### src/hdl/kbt_pkg.sv
// Shared types, constants and fixed-point helpers for the box tracker.
package kbt_pkg;

  localparam int KBT_FRAC_BITS = 16;
  localparam int KBT_NS        = 8;
  localparam int KBT_COV_DEPTH = KBT_NS * KBT_NS;
  localparam int KBT_DW        = 32;
  localparam int KBT_CFG_DW    = 32;

  localparam logic [15:0] PN_RESET = 16'd66;
  localparam logic [19:0] MN_RESET = 20'd13107;
  localparam logic [19:0] IC_RESET = 20'd65536;
  // covariance diagonal right after reset
  localparam logic [31:0] COV_RESET_DIAG = 32'd65536;

  localparam logic signed [31:0] Q_MAX  = 32'sh7FFFFFFF;
  localparam logic signed [31:0] Q_MIN  = 32'sh80000000;
  localparam logic signed [63:0] SAT_HI = 64'sd2147483647;
  localparam logic signed [63:0] SAT_LO = -64'sd2147483648;

  typedef enum logic [1:0] {
    MODE_INIT    = 2'd0,
    MODE_PREDICT = 2'd1,
    MODE_UPDATE  = 2'd2
  } kbt_mode_t;

  typedef enum logic [1:0] {
    CFG_PROCESS_NOISE = 2'd0,
    CFG_MEAS_NOISE    = 2'd1,
    CFG_INIT_COV      = 2'd2
  } kbt_cfg_idx_t;

  typedef struct packed {
    logic [1:0]         mode;
    logic signed [31:0] box_left;
    logic signed [31:0] box_top;
    logic signed [31:0] box_width;
    logic signed [31:0] box_height;
    logic               scale_valid;
  } kbt_in_t;

  typedef struct packed {
    logic signed [31:0] pred_left;
    logic signed [31:0] pred_top;
    logic signed [31:0] pred_width;
    logic signed [31:0] pred_height;
    logic               ratio_fault;
  } kbt_out_t;

  typedef struct packed {
    logic               start;
    logic signed [63:0] num;
    logic signed [31:0] den;
  } kbt_div_req_t;

  typedef struct packed {
    logic               done;
    logic signed [31:0] quo;
  } kbt_div_rsp_t;

  function automatic logic signed [31:0] sat32(input logic signed [63:0] v);
    if (v > SAT_HI) return Q_MAX;
    if (v < SAT_LO) return Q_MIN;
    return v[31:0];
  endfunction

  // x/2 truncated toward zero
  function automatic logic signed [31:0] half(input logic signed [31:0] x);
    logic signed [32:0] t;
    t = {x[31], x} + {32'd0, x[31]};
    return t[32:1];
  endfunction

  function automatic logic [31:0] absu(input logic signed [31:0] x);
    return x[31] ? (32'd0 - x) : x;
  endfunction

endpackage

### src/hdl/kbt_ram.sv
// Simple dual-port RAM, one write port, one registered read port.
module kbt_ram #(
  parameter int WIDTH = kbt_pkg::KBT_DW,
  parameter int DEPTH = kbt_pkg::KBT_COV_DEPTH
) (
  input  logic                     clk,
  input  logic                     we,
  input  logic [$clog2(DEPTH)-1:0] waddr,
  input  logic [WIDTH-1:0]         wdata,
  input  logic [$clog2(DEPTH)-1:0] raddr,
  output logic [WIDTH-1:0]         rdata
);

  logic [WIDTH-1:0] mem [DEPTH];

  always_ff @(posedge clk) begin
    if (we) begin
      mem[waddr] <= wdata;
    end
    rdata <= mem[raddr];
  end

endmodule

### config.mk
export PLATFORM = sky130hd
export DESIGN_NAME = kbt_ram
export DESIGN_NICKNAME = d
export VERILOG_FILES = /design/src/hdl/kbt_pkg.sv /design/src/hdl/kbt_ram.sv
export SDC_FILE = /design/constraint.sdc
export NUM_CORES = 2
export LEC_CHECK = 0
export BUFFER_PORTS_ARGS = -buffer_cell sky130_fd_sc_hd__buf_2
export CORE_UTILIZATION = 55
export DETAILED_ROUTE_END_ITERATION = 16
export PLACE_DENSITY_LB_ADDON = 0.1
export SLEW_MARGIN = 20
export SYNTH_ARGS = -nofsm -noshare
export SYNTH_HDL_FRONTEND = slang
export SYNTH_SLANG_ARGS = --single-unit
### constraint.sdc
create_clock -name clk -period 3.5 [get_ports clk]
set_input_delay 0.525 -clock clk [delete_from_list [all_inputs] [get_ports clk]]
set_output_delay 0.525 -clock clk [all_outputs]
set_load 0.005 [all_outputs]
# [Word-level counts from Yosys, hierarchy flattened]
# Memories as Yosys holds them, arrays and structs flattened. A register that Yosys moved wholly into a read port is not among the register bits.
# Index checks and enable logic that the tools add are counted.
[totals] register_bits=0 ramBits=2048 input_bits=46 out_inout_bits=32 elab_cells=3 mem_count=1
[op_classes] muxes=2
[mem_list] name="mem" words=64 width=32 rd=1 rd_clocked_by_memory_dff=1 wr=1 line_no="kbt_ram.sv:14" rtl="logic [WIDTH-1:0] mem [DEPTH];"
[ops] cell="two-way mux 1 bit" n=2

# [Longest topological paths before layout]
[logic_depth] word_depth=2 ltp_mapped=10 mapped_depth_nobuf=5

# [Worst setup path before layout]
# Ideal clock, no wire load.
[synth_timing] path_kind="input -> register" startpoint="input port waddr[3]" endpoint="memory mem[48][0] (netlist bit), enable pin" setup_time_ns=0.461 t_arrival_ns=3.224 required_ns=3.039 path_slack_ns=-0.185 cell_stages=4 path_buffers=1 path_cell_list="clkbuf_1 nor2b_1 nand4b_1 nor3_1"
[synth_rtl] item="start, declared" line_no="kbt_ram.sv:8" rtl="input logic [$clog2(DEPTH)-1:0] waddr,"
[synth_rtl] item="end, declared" line_no="kbt_ram.sv:14"
# No word-level cell before the write port.

==> metrics.txt <==
status finished, final reports clean; Avg Cell Area, Syn 23.6 um2; # IOs 78; Starting DRT DRC Count 4659; final setup fails 0; largest net degree at the start of global routing 65; H-tree levels 4; critical path endpoint category flip-flop; die width 380 um; PD cells 575 nW/um2; first-pass GRT wire length 287 mm; Worst Path Buf+Inv 3; nets 3722; num rows 138; hold-fix buffers at CTS 0; Combinational Power Share 5.3%; CTS clock-pin slew for the worst setup and hold paths 0.06 ns; crit-path max cell delay 0.78 ns; vias per cell 6.53; Cells after DPL 5362; CTS tree done; Most used DFF post-synth edfxtp_1; crit path time final 2.86 ns; LEAKAGE 0.0283 uW; worst-path fanout max 27; Synth area leaders edfxtp_1 78%, mux4_2 16%, mux2i_1 1.2%; count of cell types in the netlist 34; VDD IR-drop max 471 uV; Cell Area, Synth 78500 um2; DR vias 37500; Core Util, Final 63.5%; share of layout cells above drive strength 1 31.8%; clk_skew 0.0342 ns; Commonest cells post-synth 2048 x edfxtp_1, 544 x mux4_2, 137 x nor2_1; post-route DRC violation count 0; Seq/Total Area, Yosys 79.1%; P_sw 10800 uW; clock share of power 41.1%; register share of total power 53.6%; top-area cell type share of the netlist area 78.3%; post-CTS sizing 0; detailed-route wire length per cell 35.5 um; Startpoint Class input port; Layout area overhead 14.4%; Hold Path Class input port to flip-flop; Max-Cap Viols 0; Die Height 380 um; Finished Layout Cells 5747; drt first pass iters 5; Clk Tree Root Cell clkbuf_16; Core Box Area 142000 um2; Die ar. 144000 um2; Post-DP HPWL 117 mm; Clk Latency, worst-skew pair 0.83 ns; port bufs 77; worst slew pin tran 1.10 ns; Synth area leader edfxtp_1; CP Class input port to flip-flop; period utilization 81.7%; Worst Path Arrival 3.50 ns; RSZ-0062 raised after global routing no; vias in the first global route 38200; internal power 40900 uW; critical path cell sequence buf_8 > buf_12 > buf_12 > mux4_2 > mux4_2 > o22ai_1 > nor2_1; post-synthesis async set-or-reset flop share 0%; CTS Sinks 2080; Routed WL 204 mm; TritonCTS Buffers 202; Initial Util 55.5%; Max Fclk 0.350 GHz; Tot GR Track Use 28.8%; clk buf depth 3; final RePlAce weighted congestion 0.852; Slew HR 26.6%; Mapped Cells 3324; Critical Path RT 4.14 ns; Routed Antenna Nets 0; flops & latches, synth 2080; Post-synth EDFFs 2048; postcts setup bufs 0; worst hold slack 0.202 ns; initial antenna violation count 24; max-slew violation count 0; switching share of power 20.9%; YS warnings 0; Final Hold Vio Count 0; cell with the most instances after synthesis edfxtp_1; post-synth net total 3370; CP max-delay cell o22ai_1; family with the most delay on the worst path multiplexers; grt total ovfl 0
==> routing by layer <==
| layer | global-route usage (%) | wire (um) |
|---|---|---|
| met1 | 40.3 | 77900 |
| met4 | 8.82 | 6240 |
| met5 | 0 | 109 |
| met2 | 46.3 | 101000 |
| met3 | 5.79 | 18700 |
==> cell usage in the layout, fill, tap and decap left out, types with 7 or more instances in the layout <==
master	Yosys	final
a21oi_1	62	62
a22oi_1	12	12
a311oi_1	8	8
buf_12	0	41
buf_2	57	63
buf_4	25	223
bufinv_16	0	16
clkbuf_1	74	45
clkbuf_16	0	208
clkbuf_8	0	12
clkinv_1	0	49
clkinv_2	0	29
dfxtp_1	32	32
diode_2	0	13
edfxtp_1	2048	2048
mux2i_1	93	93
mux4_2	544	544
nand2_1	26	26
nand2b_1	8	7
nor2_1	137	75
nor2_4	0	62
nor2b_1	15	15
o221ai_1	27	27
o22ai_1	84	84
==> cells by family after synthesis <==
kind of cell / Yosys count / synth area share (%)
mux: 637 / 16.8
buf+inv: 182 / 1.13
compound gates: 202 / 1.67
simple gates: 223 / 1.27
flops: 2080 / 79.1
==> sequential cells by signal (all words and copies together), names as in the netlist <==
| register | flops |
|---|---|
| rdata | 32 |
| mem | 2048 |
==> area by class of cell <==
| cell class | instances | area [um2] |
|---|---|---|
| multi-input combinational | 1062 | 16000 |
| timing repair buffer | 330 | 2860 |
| fill | 9495 | 51700 |
| clock inverter | 107 | 940 |
| sequential | 2080 | 62100 |
| tap | 1890 | 2360 |
| clock buffer | 265 | 5540 |
| antenna | 13 | 32.5 |
==> path summary, 6_finish.rpt <==
check,startpoint,to,slack (ns),depth (start not counted)
min,wdata[24],mem[46][24]$_DFFE_PP_,0.20,2
max,raddr[0],rdata[25]$_DFF_P_,0.64,7
max reg2reg,mem[31][25]$_DFFE_PP_,rdata[25]$_DFF_P_,0.89,4
min reg2reg,mem[28][17]$_DFFE_PP_,rdata[17]$_DFF_P_,0.82,4
==> power groups by stage <==
stage / combinational (uW) / clock [uW] / sequential [uW]
finish: 2720 / 21200 / 27700
detailed placement: 2730 / 0 / 28200
global route: 2850 / 22400 / 27700
global placement: 2680 / 0 / 28200
floorplan: 1340 / 0 / 28200
CTS: 2740 / 21500 / 27700
==> metrics by stage <==
| step | setup TNS, ns | setup slack, ns | area (um2) | total power (uW) |
|---|---|---|---|---|
| 5_1_grt | 0 | 0.641 | 89800 | 53000 |
| 3_3_place_gp | -0.132 | -0.0834 | 83300 | 30900 |
| 2_1_floorplan | 0 | 0.323 | 78500 | 29500 |
| 4_1_cts | 0 | 0.761 | 89800 | 51900 |
| 3_5_place_dp | -0.168 | -0.0909 | 83300 | 31000 |
| 6_report | 0 | 0.641 | 89900 | 51600 |
Power figures use the tool's default switching activity.
