==> src/hdl/kbt_pkg.sv <==
// Shared types, constants and fixed-point helpers for the box tracker.
package kbt_pkg;

  localparam int KBT_FRAC_BITS = 16;
  localparam int KBT_NS        = 8;
  localparam int KBT_COV_DEPTH = KBT_NS * KBT_NS;
  localparam int KBT_DW        = 32;
  localparam int KBT_CFG_DW    = 32;

  localparam logic [15:0] PN_RESET = 16'd66;
  localparam logic [19:0] MN_RESET = 20'd13107;
  localparam logic [19:0] IC_RESET = 20'd65536;
  // covariance diagonal right after reset
  localparam logic [31:0] COV_RESET_DIAG = 32'd65536;

  localparam logic signed [31:0] Q_MAX  = 32'sh7FFFFFFF;
  localparam logic signed [31:0] Q_MIN  = 32'sh80000000;
  localparam logic signed [63:0] SAT_HI = 64'sd2147483647;
  localparam logic signed [63:0] SAT_LO = -64'sd2147483648;

  typedef enum logic [1:0] {
    MODE_INIT    = 2'd0,
    MODE_PREDICT = 2'd1,
    MODE_UPDATE  = 2'd2
  } kbt_mode_t;

  typedef enum logic [1:0] {
    CFG_PROCESS_NOISE = 2'd0,
    CFG_MEAS_NOISE    = 2'd1,
    CFG_INIT_COV      = 2'd2
  } kbt_cfg_idx_t;

  typedef struct packed {
    logic [1:0]         mode;
    logic signed [31:0] box_left;
    logic signed [31:0] box_top;
    logic signed [31:0] box_width;
    logic signed [31:0] box_height;
    logic               scale_valid;
  } kbt_in_t;

  typedef struct packed {
    logic signed [31:0] pred_left;
    logic signed [31:0] pred_top;
    logic signed [31:0] pred_width;
    logic signed [31:0] pred_height;
    logic               ratio_fault;
  } kbt_out_t;

  typedef struct packed {
    logic               start;
    logic signed [63:0] num;
    logic signed [31:0] den;
  } kbt_div_req_t;

  typedef struct packed {
    logic               done;
    logic signed [31:0] quo;
  } kbt_div_rsp_t;

  function automatic logic signed [31:0] sat32(input logic signed [63:0] v);
    if (v > SAT_HI) return Q_MAX;
    if (v < SAT_LO) return Q_MIN;
    return v[31:0];
  endfunction

  // x/2 truncated toward zero
  function automatic logic signed [31:0] half(input logic signed [31:0] x);
    logic signed [32:0] t;
    t = {x[31], x} + {32'd0, x[31]};
    return t[32:1];
  endfunction

  function automatic logic [31:0] absu(input logic signed [31:0] x);
    return x[31] ? (32'd0 - x) : x;
  endfunction

endpackage

==> src/hdl/kbt_div.sv <==
// Radix-2 signed divider, 64-bit numerator by 32-bit divisor, saturated 32-bit quotient.
module kbt_div (
  input  logic                  clk,
  input  logic                  rst_n,
  input  kbt_pkg::kbt_div_req_t req,
  output kbt_pkg::kbt_div_rsp_t rsp
);
  import kbt_pkg::*;

  typedef enum logic [1:0] {DV_IDLE, DV_RUN, DV_FIN, DV_DONE} dv_state_t;

  dv_state_t          st_r;
  logic [31:0]        rem_r;
  logic [31:0]        lo_r;
  logic [31:0]        q_r;
  logic [31:0]        den_r;
  logic               neg_r;
  logic [4:0]         cnt_r;
  logic signed [31:0] quo_r;

  logic [63:0] nmag;
  logic [31:0] dmag;
  logic [32:0] rem2;
  logic        ge;
  logic [32:0] rem_sub;

  assign nmag    = req.num[63] ? (64'd0 - req.num) : req.num;
  assign dmag    = absu(req.den);
  assign rem2    = {rem_r, lo_r[31]};
  assign ge      = rem2 >= {1'b0, den_r};
  assign rem_sub = ge ? (rem2 - {1'b0, den_r}) : rem2;

  assign rsp.done = (st_r == DV_DONE);
  assign rsp.quo  = quo_r;

  always_ff @(posedge clk) begin
    if (!rst_n) begin
      st_r <= DV_IDLE;
    end else begin
      case (st_r)
        DV_IDLE: begin
          if (req.start) begin
            den_r <= dmag;
            neg_r <= req.num[63] ^ req.den[31];
            // quotient of 2^32 or more always saturates
            if (nmag[63:32] >= dmag) begin
              quo_r <= (req.num[63] ^ req.den[31]) ? Q_MIN : Q_MAX;
              st_r  <= DV_DONE;
            end else begin
              rem_r <= nmag[63:32];
              lo_r  <= nmag[31:0];
              q_r   <= '0;
              cnt_r <= '0;
              st_r  <= DV_RUN;
            end
          end
        end
        DV_RUN: begin
          rem_r <= rem_sub[31:0];
          lo_r  <= {lo_r[30:0], 1'b0};
          q_r   <= {q_r[30:0], ge};
          cnt_r <= cnt_r + 5'd1;
          if (&cnt_r) begin
            st_r <= DV_FIN;
          end
        end
        DV_FIN: begin
          if (neg_r) begin
            quo_r <= (q_r > 32'h80000000) ? Q_MIN : (32'd0 - q_r);
          end else begin
            quo_r <= q_r[31] ? Q_MAX : q_r;
          end
          st_r <= DV_DONE;
        end
        DV_DONE: begin
          st_r <= DV_IDLE;
        end
        default: begin
          st_r <= DV_IDLE;
        end
      endcase
    end
  end

endmodule

==> config.mk <==
export PLATFORM = sky130hd
export DESIGN_NAME = kbt_div
export DESIGN_NICKNAME = d
export VERILOG_FILES = /design/src/hdl/kbt_pkg.sv /design/src/hdl/kbt_div.sv
export SDC_FILE = /design/constraint.sdc
export NUM_CORES = 1
export LEC_CHECK = 0
export BUFFER_PORTS_ARGS = -buffer_cell sky130_fd_sc_hd__buf_2
export CORE_MARGIN = 10
export CORE_UTILIZATION = 38
export CTS_CLUSTER_SIZE = 14
export DETAILED_ROUTE_END_ITERATION = 16
export SLEW_MARGIN = 20
export SYNTH_ARGS = -nofsm -noshare
export SYNTH_HDL_FRONTEND = slang
export SYNTH_SLANG_ARGS = --single-unit
==> constraint.sdc <==
create_clock -name clk -period 9.1 [get_ports clk]
set_input_delay 1.365 -clock clk [delete_from_list [all_inputs] [get_ports clk]]
set_output_delay 1.365 -clock clk [all_outputs]
set_load 0.05 [all_outputs]
Yosys cells after proc, flatten, opt, wreduce, memory -nomap -nowiden:

Index checks and enable logic that the tools add are counted.
W data, S select, Z words.

* $add $sub $neg: 5
* order comparisons: 3
* equal/unequal tests: 7
* mux-type cells: 26
* bitwise operators: 1
* reductions and logical operators: 8

Operators with widths (count)
* $mux W32: 13
* $pmux W32 S2: 4
* $mux W64: 1
* $sub A1 B32 Y32 const A: 2
* $sub A1 B64 Y64 const A: 1
* $ge A33 B32 Y1: 1
* $ge A32 B32 Y1: 1
* $gt A32 B32 Y1 const B: 1
* $sub A32 B32 Y32: 1
* $mux W31: 1
* $mux W5: 2
* $pmux W5 S2: 1
* $ne A2 B2 Y1 const B: 4
* $pmux W2 S4: 1
* $reduce_and A4 Y1: 2
* $mux W2: 3
* $add A5 B1 Y5 const B: 1
* $reduce_and A5 Y1: 1
* $eq A2 B2 Y1 const B: 2
* $reduce_bool A2 Y1: 2
* $reduce_and A3 Y1: 1
* $eq A2 B1 Y1 const B: 1
* $logic_not A2 Y1: 1
* $reduce_and A2 Y1: 1
* $xor A1 B1 Y1: 1

* bits in registers: 168
* input port bits: 99

Depth between registers and ports, before layout:

Gate-level depths: netlist of run 1.

* depth after elaboration: 6
* mapped depth: 18
* depth with buffers taken out: 18

Worst setup path after synthesis of run 1:

No wires, ideal clock.

* kind: input-to-reg
* from: input req[82] in the netlist's numbering
* to: register cnt_r[0], enable pin
* library setup time: 472 ps
* data arrival time: 7148 ps
* setup slack: 1481 ps
* cell stages on the path: 16
* path buffers: 0
* path through: or4_1 or4_1 nor3_1 nand2b_1 or3_1 or2_2 o21ai_0 xor2_1 inv_1 ha_1 nor2b_1 o21ai_0 nor4bb_1 o211ai_1 o22ai_1 and2_1

* cells in the longest elaborated chain, start to end: 5

RTL lines
* start: declaration: line kbt_div.sv:5 `input kbt_pkg::kbt_div_req_t req,`
* $sub A1 B64 Y64: line kbt_div.sv:27 `assign nmag = req.num[63] ? (64'd0 - req.num) : req.num;`
* $mux W64 (*): line kbt_div.sv:27
* $ge A32 B32 Y1 (*): line kbt_div.sv:46 `if (nmag[63:32] >= dmag) begin`
* $ne A2 B2 Y1 (no source line) (*)
* $reduce_and A4 Y1 (no source line) (*)
* end signal: assignment: line kbt_div.sv:62 `cnt_r <= cnt_r + 5'd1;`
* end: declaration: line kbt_div.sv:18 `logic [4:0] cnt_r;`

Mark *: on every way between the ends. The rest lies on a longest branch, timed or not.
A chain may end at the register's enable or synchronous reset.

Worst setup path after layout of run 1:

* from: input req[40] in the netlist's numbering
* to: register lo_r[13], enable pin

* cells in the longest elaborated chain, start to end: 5

RTL lines
* $sub A1 B64 Y64: line kbt_div.sv:27
* $mux W64: line kbt_div.sv:27
* $ge A32 B32 Y1: line kbt_div.sv:46
* $ne A2 B2 Y1 (no source line)
* $reduce_and A4 Y1 (no source line)
* end signal: assignment: line kbt_div.sv:51 `lo_r <= nmag[31:0];`
* end signal: assignment: line kbt_div.sv:60 `lo_r <= {lo_r[30:0], 1'b0};`
* end: declaration: line kbt_div.sv:14 `logic [31:0] lo_r;`

No other way between the ends.

==> results by group, run 1 <==
Floorplanning
  – I/O Pins: roughly 130
  – Row cnt: 65
  – Die ar.: 39400 um^2
  – Die Y: between 150 and 200 um
  – Initial Util: 38.5%
  – Core box area: 31500 um^2
  – Die Span X: 199 um

Setup path
  – CP required: 9.20 ns
  – Slowest cell on the critical path: and2_4
  – Max FO, Critical Path: 59
  – CP delay by family, top: simple AND/OR/NAND/NOR gates
  – FF-to-FF setup slack: a little under 5 ns
  – WP buf/inv: 2
  – Slowest stage delay, CP: between 0.7 and 0.8 ns
  – Kind of critical path: input port to flip-flop
  – R2r startpoint: q_r[0]
  – CP arrival: approximately 7 ns
  – Critical path, cell by cell: buf_2 > or4_1 > nor3_1 > nand4_1 > nor2_1 > nand2_1 > o41ai_1 > xnor2_1 > ha_1 > a21o_1 > a21oi_1 > a2bb2oi_1 > a21oi_1 > a211oi_1 > o211ai_1 > o22ai_1 > and2_4 > buf_4
  – CP most frequent cell: a21oi_1
  – Setup crit end kind: flip-flop
  – Capturing point of the worst reg2reg path: quo_r[3]
  – R2R depth: 10
  – Setup crit start kind: input port

GRT
  – Grt ovf: 0
  – Largest net degree at the start of global routing: 83
  – GRT Util Overall: 16.2%
  – First-pass GRT wire length: 51300 um
  – Antenna violations before repair: 0
  – Vias in the first global route: 9525

Place
  – Port bufs: 131
  – GPL Wtd Cong: a little under 0.9
  – HPWL after DPL: 24500 um

Yosys
  – Synth Flop Type: edfxtp_1
  – Post-synth EDFFs: about 170
  – Syn nets: 1492
  – Netlist Area Pre-Place: 12100 um^2
  – Top cell type's share of synthesized area: 41.1%
  – Async set or reset register ratio after synthesis: 0%
  – Ys Warns: 0
  – Cells after Synth: 1319
  – Top cell type by total area after synthesis: edfxtp_1
  – Largest cells by area after synthesis: edfxtp_1 (41%), ha_1 (7.5%), xor2_1 (4.8%)
  – Syn_area_per_cell: 9.18 um^2
  – Seq/Total Area, Yosys: 41.5%
  – Netlist cell types: 67
  – Synthesized flop and latch total: 168

STA
  – Hold slack: 0.532 ns
  – Worst-margin pin slew: 0.954 ns
  – Max Freq: 145 MHz
  – Min Tclk post-route: 6.89 ns
  – Worst Skew: 0.0181 ns
  – Setup TNS: 0 ns
  – Hold Violations, Final: 0
  – Slew HR: between 30% and 40%
  – RSZ-0062 raised after global routing: false
  – Final Max Slew Viols: 0
  – Tcrit/Tclk final: about three quarters
  – # setup viols final: 0

Hold path
  – Hold path start: lo_r[24]
  – Hold path depth: 2
  – Worst hold path type: flip-flop to flip-flop
  – Hold EP: lo_r[25]

Outcome
  – Status: complete, no violations

Clock tree
  – Clk sink count: 168
  – Clk slew on worst S/H paths: 0.07 ns
  – H-tree depth: 4
  – Clock root cell: clkbuf_16
  – Post-cts resize count: 0
  – Inserted Clock Buffers: 17
  – Worst skew pair latency: around 0.43 ns
  – CTS Hold Buffers Added: 0
  – Postcts setup bufs: 0
  – CTS max path bufs: 2
  – CTS tree: yes

Pwr
  – Pleak: 5.46 nW
  – PD cells: ~250 nW/um^2
  – Total Power: 3.39 mW
  – VDD IR max: 159 uV

Drt
  – Drt via density: 5.45
  – Final wirelength: about 32000 um
  – ANT nets after route: 0
  – Initial DRC Count: 723
  – DRC viols: 0
  – DRT Pass-1 Iters: 5
  – Vias: 10000
  – DR WL/cell: 17.5 um

Finish
  – Fin util: 43.8%
  – ANT cells: 0
  – P&R area growth vs syn: 13.7%
  – Layout cells sized above 1: 13.4%
  – Layout Nets: 1602

Run
  – Max Cap Violations: 0
## where the power goes
part	leakage, nW	total, mW	switching [mW]	internal (mW)
registers	1.55	1.22	0.0930	1.13
logic	3.61	1.41	0.925	0.489
clock network	0.294	0.755	0.358	0.397
## synth_stat cells (4+ instances only)
master and instances:
mux2i_1 14, o31ai_1 25, o21ai_0 114, edfxtp_1 166, nand2_1 122, and2_1 40, inv_1 90, o21ai_1 9
and3_1 5, xor2_1 66, buf_1 4, nor2b_1 11, o22ai_1 8, or2_2 8, a21o_1 32, o211ai_1 6
clkbuf_1 40, o31a_1 4, nor2_1 104, a21oi_1 95, nand3_1 14, nand2b_1 21, or4_1 10, o41ai_1 17
or3_1 16, o311ai_1 5, nor3b_1 4, nand4_1 11, a31oi_1 10, a211oi_1 7, nor4_1 12, nor3_1 44
o21a_1 9, a21boi_0 4, ha_1 73, xnor2_1 52
## routing by layer
layer / GRT usage (%) / share of wire [%] / up-vias
met4: 5.00 / 1.9 / 0
met3: 2.45 / 5.2 / 34
li1: - / - / 5031
met1: 22.2 / 48 / 4709
met2: 25.8 / 45 / 271
met5: 0 / 0 / -
## sequential cells by signal, indices dropped and copies added, names as in the netlist
signal and cells:
neg_r 1, cnt_r 5, quo_r 32, st_r 2, rem_r 32, lo_r 32
den_r 32, q_r 32
## logic make-up after synthesis
group | count (synthesis) | share of synthesized area (%)
AO/OA/AOI/OAI | 371 | 18.9
multiplexers | 15 | 1.25
flip-flops | 168 | 41.5
AND/OR/NAND/NOR | 434 | 17.7
adder cells (fa/ha/maj) | 74 | 7.71
buffers and inverters | 139 | 4.42
XOR/XNOR | 118 | 8.53
## layout make-up
type                       instances  area [um^2]
multi-input combinational       1012         6580
timing repair buffer             139          716
fill                            3085        17700
clock buffer                      18          429
inverter                          91          342
clock inverter                    14          178
tap                              402          503
sequential                       168         5020
## metrics by stage
step	std cells	setup slack, ns	area, um^2
6_report	1844	2.21	13800
4_1_cts	1844	2.16	13800
3_3_place_gp	1812	1.85	13200
5_1_grt	1844	1.77	13800
2_1_floorplan	1319	1.48	12100
3_5_place_dp	1812	1.74	13200
## tightest hold or removal path: cells and delay by family (launching register included)
kind	cells	cell delay [ns]
AOI/OAI and AO/OA	1	0.05
DFF	1	0.33
and+or+nand+nor	1	0.05
## cell usage in the layout (no fill, tap or decap), types with 8 or more instances in the layout
| cell | instances |
|---|---|
| or2_2 | 8 |
| a31oi_1 | 10 |
| a21o_1 | 32 |
| nand2_1 | 122 |
| buf_2 | 131 |
| ha_1 | 72 |
| nand3_1 | 14 |
| nor3_1 | 44 |
| and2_1 | 39 |
| or3_1 | 16 |
| buf_4 | 8 |
| or4_1 | 10 |
| xor2_1 | 66 |
| o41ai_1 | 17 |
| a21oi_1 | 95 |
| edfxtp_1 | 166 |
| o31ai_1 | 25 |
| o21ai_0 | 114 |
| clkbuf_16 | 17 |
| o21a_1 | 9 |
| nor2_1 | 104 |
| mux2i_1 | 14 |
| nand4_1 | 11 |
| nor4_1 | 12 |
| o21ai_1 | 8 |
| nor2b_1 | 11 |
| o22ai_1 | 8 |
| nand2b_1 | 21 |
| inv_1 | 90 |
| xnor2_1 | 52 |
## how the worst max path moves through the flow
stage	start	endpoint	slack, ns	cells after the start
3_5_place_dp	req[40]	lo_r[8]	1.74	19
6_report	req[40]	lo_r[13]	2.21	18
4_1_cts	req[40]	lo_r[13]	2.16	18
5_1_grt	req[40]	lo_r[13]	1.77	19
3_3_place_gp	req[40]	lo_r[8]	1.85	19
2_1_floorplan	req[82]	cnt_r[0]	1.48	16
(Power assumes the default switching activity.)
==> inputs of run 2 (changes only) <==
==> constraint.sdc (replaced) <==
create_clock -name clk -period 5.64 [get_ports clk]
set_input_delay 0.846 -clock clk [delete_from_list [all_inputs] [get_ports clk]]
set_output_delay 0.846 -clock clk [all_outputs]
set_load 0.05 [all_outputs]
==> run 2 against run 1 <==
Combinational power up 66%. Non-clock buffer count up 19. Register-to-register slack worse by 3.5 ns. Setup slack worse by 1.7 ns. Clock skew down 0.0072 ns. Critical path depth up 3. Cell area up 1.4%. Total power up 62%. Critical path type unchanged. Largest cell class unchanged.
==> results by group, run 2 (synthesized netlist as in run 1, its figures left out) <==
Setup path
  – Capturing point of the worst reg2reg path: quo_r[3]
  – Slowest cell on the critical path: or4_1
  – Kind of critical path: input port to flip-flop
  – R2r startpoint: q_r[0]
  – CP required: 5.77 ns (-3.43 ns)
  – Setup crit start kind: input port
  – Max FO, Critical Path: 39 (-34%)
  – Critical path, cell by cell: buf_2 > or4_1 > nor3_1 > buf_4 > nand4_1 > nor2_1 > buf_4 > nand2_1 > o21ai_0 > xor2_1 > ha_1 > nand2b_1 > a21o_1 > a21o_1 > a21oi_1 > o21ai_0 > a211oi_1 > o211ai_1 > o22ai_1 > and2_4 > buf_12
  – CP arrival: 5.30 ns (-1.69 ns)
  – FF-to-FF setup slack: 1.36 ns (-3.46 ns)
  – Slowest stage delay, CP: 0.57 ns (-0.16 ns)
  – R2R depth: 10 (unchanged)
  – Setup crit end kind: flip-flop

Clock tree
  – Post-cts resize count: 0 (unchanged)
  – H-tree depth: 4 (unchanged)
  – Inserted Clock Buffers: 17 (unchanged)
  – Clk sink count: 168 (unchanged)
  – Clock root cell: clkbuf_16
  – CTS max path bufs: 2 (unchanged)
  – Worst skew pair latency: 0.44 ns (about the same)
  – Clk slew on worst S/H paths: 0.07 ns (about the same)
  – Postcts setup bufs: 0 (unchanged)
  – CTS Hold Buffers Added: 0 (unchanged)
  – CTS tree: yes

STA
  – Hold Violations, Final: 0 (unchanged)
  – Worst Skew: 0.0109 ns (-0.00716 ns)
  – Worst-margin pin slew: 0.988 ns (+0.0339 ns)
  – Min Tclk post-route: between 5 and 6 ns
  – Final Max Slew Viols: 0 (unchanged)
  – # setup viols final: 0 (unchanged)
  – Tcrit/Tclk final: 91.8%
  – RSZ-0062 raised after global routing: false
  – Slew HR: 34.2% (-2.3 points)
  – Max Freq: 193 MHz
  – Setup TNS: 0 ns (unchanged)
  – Hold slack: 0.531 ns (-0.000828 ns)

Hold path
  – Hold EP: lo_r[15]
  – Worst hold path type: flip-flop to flip-flop
  – Hold path start: lo_r[14]
  – Hold path depth: 2 (unchanged)

Floorplanning
  – Row cnt: 65 (unchanged)
  – Die Span X: 199 um (unchanged)
  – Die Y: 199 um (unchanged)
  – I/O Pins: 132 (unchanged)
  – Initial Util: 38.5% (unchanged)
  – Die ar.: 39400 um^2 (unchanged)
  – Core box area: 31500 um^2 (unchanged)

Place
  – Port bufs: 131 (unchanged)
  – Placed Instance Area: 13400 um^2 (+1.6%)
  – HPWL after DPL: 25100 um (+2.5%)
  – Cells after DPL: 1831 (+1.0%)
  – GPL Wtd Cong: 0.905 (+2.0%)

Finish
  – Layout Nets: 1621 (+1.2%)
  – Layout cells sized above 1: 14.4% (+1.1 points)
  – Most frequent cells in the layout: edfxtp_1 (166), buf_2 (131), nand2_1 (122)
  – Most common cell after layout, fill and taps aside: edfxtp_1
  – Post-route cell area: 14000 um^2 (+1.4%)
  – Fin util: 44.4% (+0.61 points)
  – P&R area growth vs syn: 15.3%
  – Final Non-Filler Cells: 1864 (+1.1%)

Drt
  – Vias: 10200 (+1.8%)
  – Initial DRC Count: 685 (-5.3%)
  – DRC viols: 0 (unchanged)
  – ANT nets after route: 0 (unchanged)
  – DR WL/cell: 17.5 um (about the same)
  – Final wirelength: 32700 um (+1.0%)
  – Drt via density: 5.49 (+0.73%)
  – DRT Pass-1 Iters: 5 (unchanged)

Pwr
  – PD cells: 394 nW/um^2 (+60%)
  – Pleak: 5.56 nW (+1.8%)
  – VDD IR max: 285 uV (+80%)

GRT
  – Antenna violations before repair: 3 (+3)
  – Largest net degree at the start of global routing: 109 (+31%)
  – First-pass GRT wire length: 52100 um (+1.5%)
  – Vias in the first global route: 9994 (+4.9%)
  – GRT Util Overall: 16.5% (+0.32 points)
  – Grt ovf: 0 (unchanged)

Outcome
  – Status: complete, no violations

Run
  – Max Cap Violations: 0 (unchanged)
[run 2: power by group]
group          leakage [nW]  total [mW]  switching, mW  internal (mW)
logic                  3.72        2.34           1.51          0.830
clock network         0.285        1.20          0.530          0.665
registers              1.55        1.97          0.148           1.82
total                  5.56        5.51           2.19           3.31
[run 2: layer usage]
| layer | wire [um] | GRT usage [%] | vias up |
|---|---|---|---|
| met4 | 765 | 5.74 | 4 |
| li1 | - | - | 5064 |
| met1 | 15300 | 21.7 | 4805 |
| met3 | 1790 | 3.01 | 51 |
| met2 | 14800 | 26.8 | 304 |
| met5 | 27 | 0 | - |
[run 2: final cells by class]
type / count / area, um^2
Antenna cell: 1 / 2.50
Clock buffer: 18 / 429
Clock inverter: 14 / 161
Fill cell: 3023 / 17500
Inverter: 91 / 342
Multi-Input combinational cell: 1012 / 6580
Sequential cell: 168 / 5020
Tap cell: 402 / 503
Timing Repair Buffer: 158 / 921
[run 2: per-stage QoR]
step,setup WS (ns),power [mW]
after floorplan,0.172,3.67
after global placement,0.125,4.30
after detailed placement,0.0239,4.34
after CTS,0.465,5.55
after global routing,0.124,5.90
final,0.462,5.51
[run 2: worst max-delay path, delay by kind of cell]
kind | cells | cell delay [ns]
compound gates | 8 | 1.71
xor+xnor | 1 | 0.23
fa+ha+maj | 1 | 0.26
buf+inv | 4 | 0.70
simple gates | 7 | 1.52
[run 2: how the worst max path moves through the flow]
stage / endpoint / startpoint / depth (start not counted)
detailed placement: rem_r[16] / req[40] / 21
CTS: rem_r[23] / req[40] / 21
floorplan: cnt_r[0] / req[82] / 16
global placement: rem_r[16] / req[54] / 20
finish: q_r[17] / req[40] / 21
global route: rem_r[23] / req[40] / 21
==> inputs of run 3 (changes only) <==
--- a/config.mk
+++ b/config.mk
@@ -5,6 +5,7 @@
 export SDC_FILE = /design/constraint.sdc
 export NUM_CORES = 1
 export LEC_CHECK = 0
+export ABC_AREA = 1
 export BUFFER_PORTS_ARGS = -buffer_cell sky130_fd_sc_hd__buf_2
 export CORE_MARGIN = 10
 export CORE_UTILIZATION = 38
==> run 3 against run 2 <==
First-iteration DRC count rose by 72%. Register-to-register slack better by 1.4 ns. Synthesized cell count increased by 72%. Global-route usage is 4.3 points higher. Die area increased by 23%. Via count increased by 45%. Critical path depth increased by 2. Flip-flop and latch count is the same. Cell area rose by 22%. Sequential power up 2%. Total power grew 13%. Routed wire length is 56% higher. Largest power group unchanged.
==> results by group, run 3 <==
Setup path
  – Setup crit end kind: flip-flop
  – Max FO, Critical Path: 32 (-18%)
  – CP arrival: 4.42 ns (-0.88 ns)
  – Kind of critical path: input port to flip-flop
  – FF-to-FF setup slack: 2.76 ns (+1.40 ns)
  – CP required: 5.79 ns (+0.02 ns)
  – Slowest stage delay, CP: 0.57 ns (about the same)
  – Slowest cell on the critical path: a21oi_4
  – CP most frequent cell: nand2_1
  – R2r startpoint: rem_r[7]
  – Setup crit start kind: input port
  – Capturing point of the worst reg2reg path: rem_r[21]
  – Critical path, cell by cell: buf_2 > inv_1 > ha_1 > nand3_1 > nor2_4 > nand2_1 > nor2_1 > nand3b_1 > nand2_1 > nand2_1 > nand2_1 > ha_1 > o21bai_1 > nand2_1 > nand2_1 > nand2_1 > nand3_1 > nand2_1 > nand2_1 > nand2_1 > nand2_1 > a21oi_4 > buf_12
  – R2R depth: 12 (+2)

Drt
  – DRT Pass-1 Iters: 5 (unchanged)
  – Vias: 14900 (+45%)
  – DR WL/cell: 17.5 um (+0.11%)
  – Drt via density: 5.12 (-6.8%)
  – DRC viols: 0 (unchanged)
  – Final wirelength: 51000 um (+56%)
  – ANT nets after route: 0 (unchanged)
  – Initial DRC Count: 1176 (+72%)

STA
  – Final Max Slew Viols: 0 (unchanged)
  – Worst Skew: 0.0119 ns (+0.000967 ns)
  – Worst-margin pin slew: 1.02 ns (+0.0306 ns)
  – Slew HR: 32.1% (-2.0 points)
  – Max Freq: 234 MHz (+21%)
  – Final WS setup: 1.37 ns (+0.908 ns)
  – Min Tclk post-route: 4.27 ns (-0.908 ns)
  – RSZ-0062 raised after global routing: false
  – # setup viols final: 0 (unchanged)
  – Hold slack: 0.525 ns (-0.00597 ns)
  – Tcrit/Tclk final: 75.7% (-16 points)
  – Setup TNS: 0 ns (unchanged)
  – Hold Violations, Final: 0 (unchanged)

Yosys
  – Syn_area_per_cell: 6.73 um^2 (-27%)
  – Most frequent cells after synthesis: nand2_1 (674), inv_1 (367), nor2_1 (240)
  – Netlist cell types: 52 (-22%)
  – Top cell type by total area after synthesis: edfxtp_1
  – Post-synth EDFFs: 166 (unchanged)
  – Cells after Synth: 2264 (+72%)
  – Largest cells by area after synthesis: edfxtp_1 (33%), nand2_1 (17%), inv_1 (9.0%)
  – Seq/Total Area, Yosys: 33.0% (-8.5 points)
  – Syn nets: 2437 (+63%)
  – Ys Warns: 0 (unchanged)
  – Top cell type's share of synthesized area: 32.7% (-8.4 points)
  – Netlist Area Pre-Place: 15200 um^2 (+26%)
  – Async set or reset register ratio after synthesis: 0% (unchanged)
  – Synth Flop Type: edfxtp_1
  – Synthesized flop and latch total: 168 (unchanged)
  – Top-count cell post-synth: nand2_1

Floorplanning
  – Die Span X: 220 um (+11%)
  – I/O Pins: 132 (unchanged)
  – Die Y: 220 um (+11%)
  – Core box area: 39700 um^2 (+26%)
  – Die ar.: 48500 um^2 (+23%)
  – Initial Util: 38.3% (-0.15 points)
  – Row cnt: 73 (+12%)

Finish
  – Filler Cell Count: 4181 (+38%)
  – Most frequent cells in the layout: nand2_1 (674), inv_1 (366), nor2_1 (239)
  – Area taken by multi-input logic gates: 8540 um^2 (+30%)
  – Fin util: 42.9% (-1.5 points)
  – P&R area growth vs syn: 11.8%
  – ANT cells: 0 (-1)
  – Post-route cell area: 17000 um^2 (+22%)
  – Final Non-Filler Cells: 2906 (+56%)
  – Layout Nets: 2541 (+57%)
  – Layout cells sized above 1: 11.0% (-3.4 points)
  – Sequential Area: 5020 um^2 (unchanged)
  – Most common cell after layout, fill and taps aside: nand2_1

Pwr
  – VDD IR max: 225 uV (-21%)
  – Total Power: 6.25 mW (+13%)
  – Pleak: 8.07 nW (+45%)
  – PD cells: 367 nW/um^2 (-7.0%)

Clock tree
  – Clk sink count: 168 (unchanged)
  – Clk slew on worst S/H paths: 0.07 ns (about the same)
  – H-tree depth: 4 (unchanged)
  – Worst skew pair latency: 0.45 ns (about the same)
  – Post-cts resize count: 0 (unchanged)
  – Inserted Clock Buffers: 17 (unchanged)
  – Clock root cell: clkbuf_16
  – CTS Hold Buffers Added: 0 (unchanged)
  – Postcts setup bufs: 0 (unchanged)
  – CTS max path bufs: 2 (unchanged)
  – CTS tree: yes

Place
  – GPL Wtd Cong: 0.975 (+7.7%)
  – Cells after DPL: 2874 (+57%)
  – Port bufs: 131 (unchanged)
  – HPWL after DPL: 41100 um (+64%)
  – DP Worst Slack: 0.926 ns (+0.902 ns)
  – Placed Instance Area: 16400 um^2 (+23%)

Hold path
  – Worst hold path type: flip-flop to flip-flop
  – Hold path depth: 2 (unchanged)
  – Hold path start: st_r[1]
  – Hold EP: st_r[1]

GRT
  – GRT Util Overall: 20.9% (+4.3 points)
  – Largest net degree at the start of global routing: 62 (-43%)
  – First-pass GRT wire length: 79300 um (+52%)
  – Antenna violations before repair: 0 (-3)
  – Grt ovf: 0 (unchanged)
  – Vias in the first global route: 14100 (+41%)

Run
  – Max Cap Violations: 0 (unchanged)

Outcome
  – Status: complete, no violations
==> run 3: cell type report <==
cell class	instances	share of cell area [%]
clock buffers	18	2.52
clock inverters	14	0.970
inverters	380	8.38
multi-input cells	1659	50.1
flip-flops and latches	168	29.5
well taps	525	3.86
repair buffers	142	4.63
==> run 3: kinds of logic (layout without fill, tap and decap cells) <==
kind of cell / Yosys count / count (layout) / share of synthesized area, %
AOI/OAI and AO/OA: 221 / 221 / 7.82
xor gates and xnor gates: 77 / 77 / 4.43
adders and majority gates: 74 / 74 / 6.13
buffers and inverters: 437 / 554 / 11.2
DFF: 168 / 168 / 33.0
and+or+nand+nor: 1287 / 1287 / 37.4
==> run 3: worst max path at each step <==
stage                 start        end  slack [ns]  cells after the start
floorplan            req[2]   quo_r[0]       -0.02                     17
global placement    req[32]    q_r[15]        0.92                     23
detailed placement  req[32]    q_r[15]        0.93                     23
CTS                 req[32]  rem_r[24]        1.39                     23
global route         req[2]   cnt_r[1]        1.09                     19
finish              req[32]    q_r[15]        1.37                     23
==> run 3: worst max-delay path: cells and delay by family <==
| family | cells | cell delay, ns |
|---|---|---|
| adders and majority gates | 2 | 0.44 |
| AOI/OAI and AO/OA | 2 | 0.66 |
| and+or+nand+nor | 16 | 1.98 |
| buffers and inverters | 3 | 0.48 |
==> run 3: power breakdown <==
group	internal, mW	switching [mW]
Combinational	0.913	2.10
Sequential	1.84	0.175
Clock	0.664	0.552
==> run 3: layer usage <==
layer | routed length, um | part of all wire [%] | global-route usage (%) | vias to the layer above
li1 | - | - | - | 7448
met2 | 23200 | 45 | 33.4 | 465
met3 | 2790 | 5.5 | 2.99 | 76
met4 | 1470 | 2.9 | 7.33 | 0
met1 | 23500 | 46 | 28.2 | 6878
met5 | 0 | 0 | 0 | -
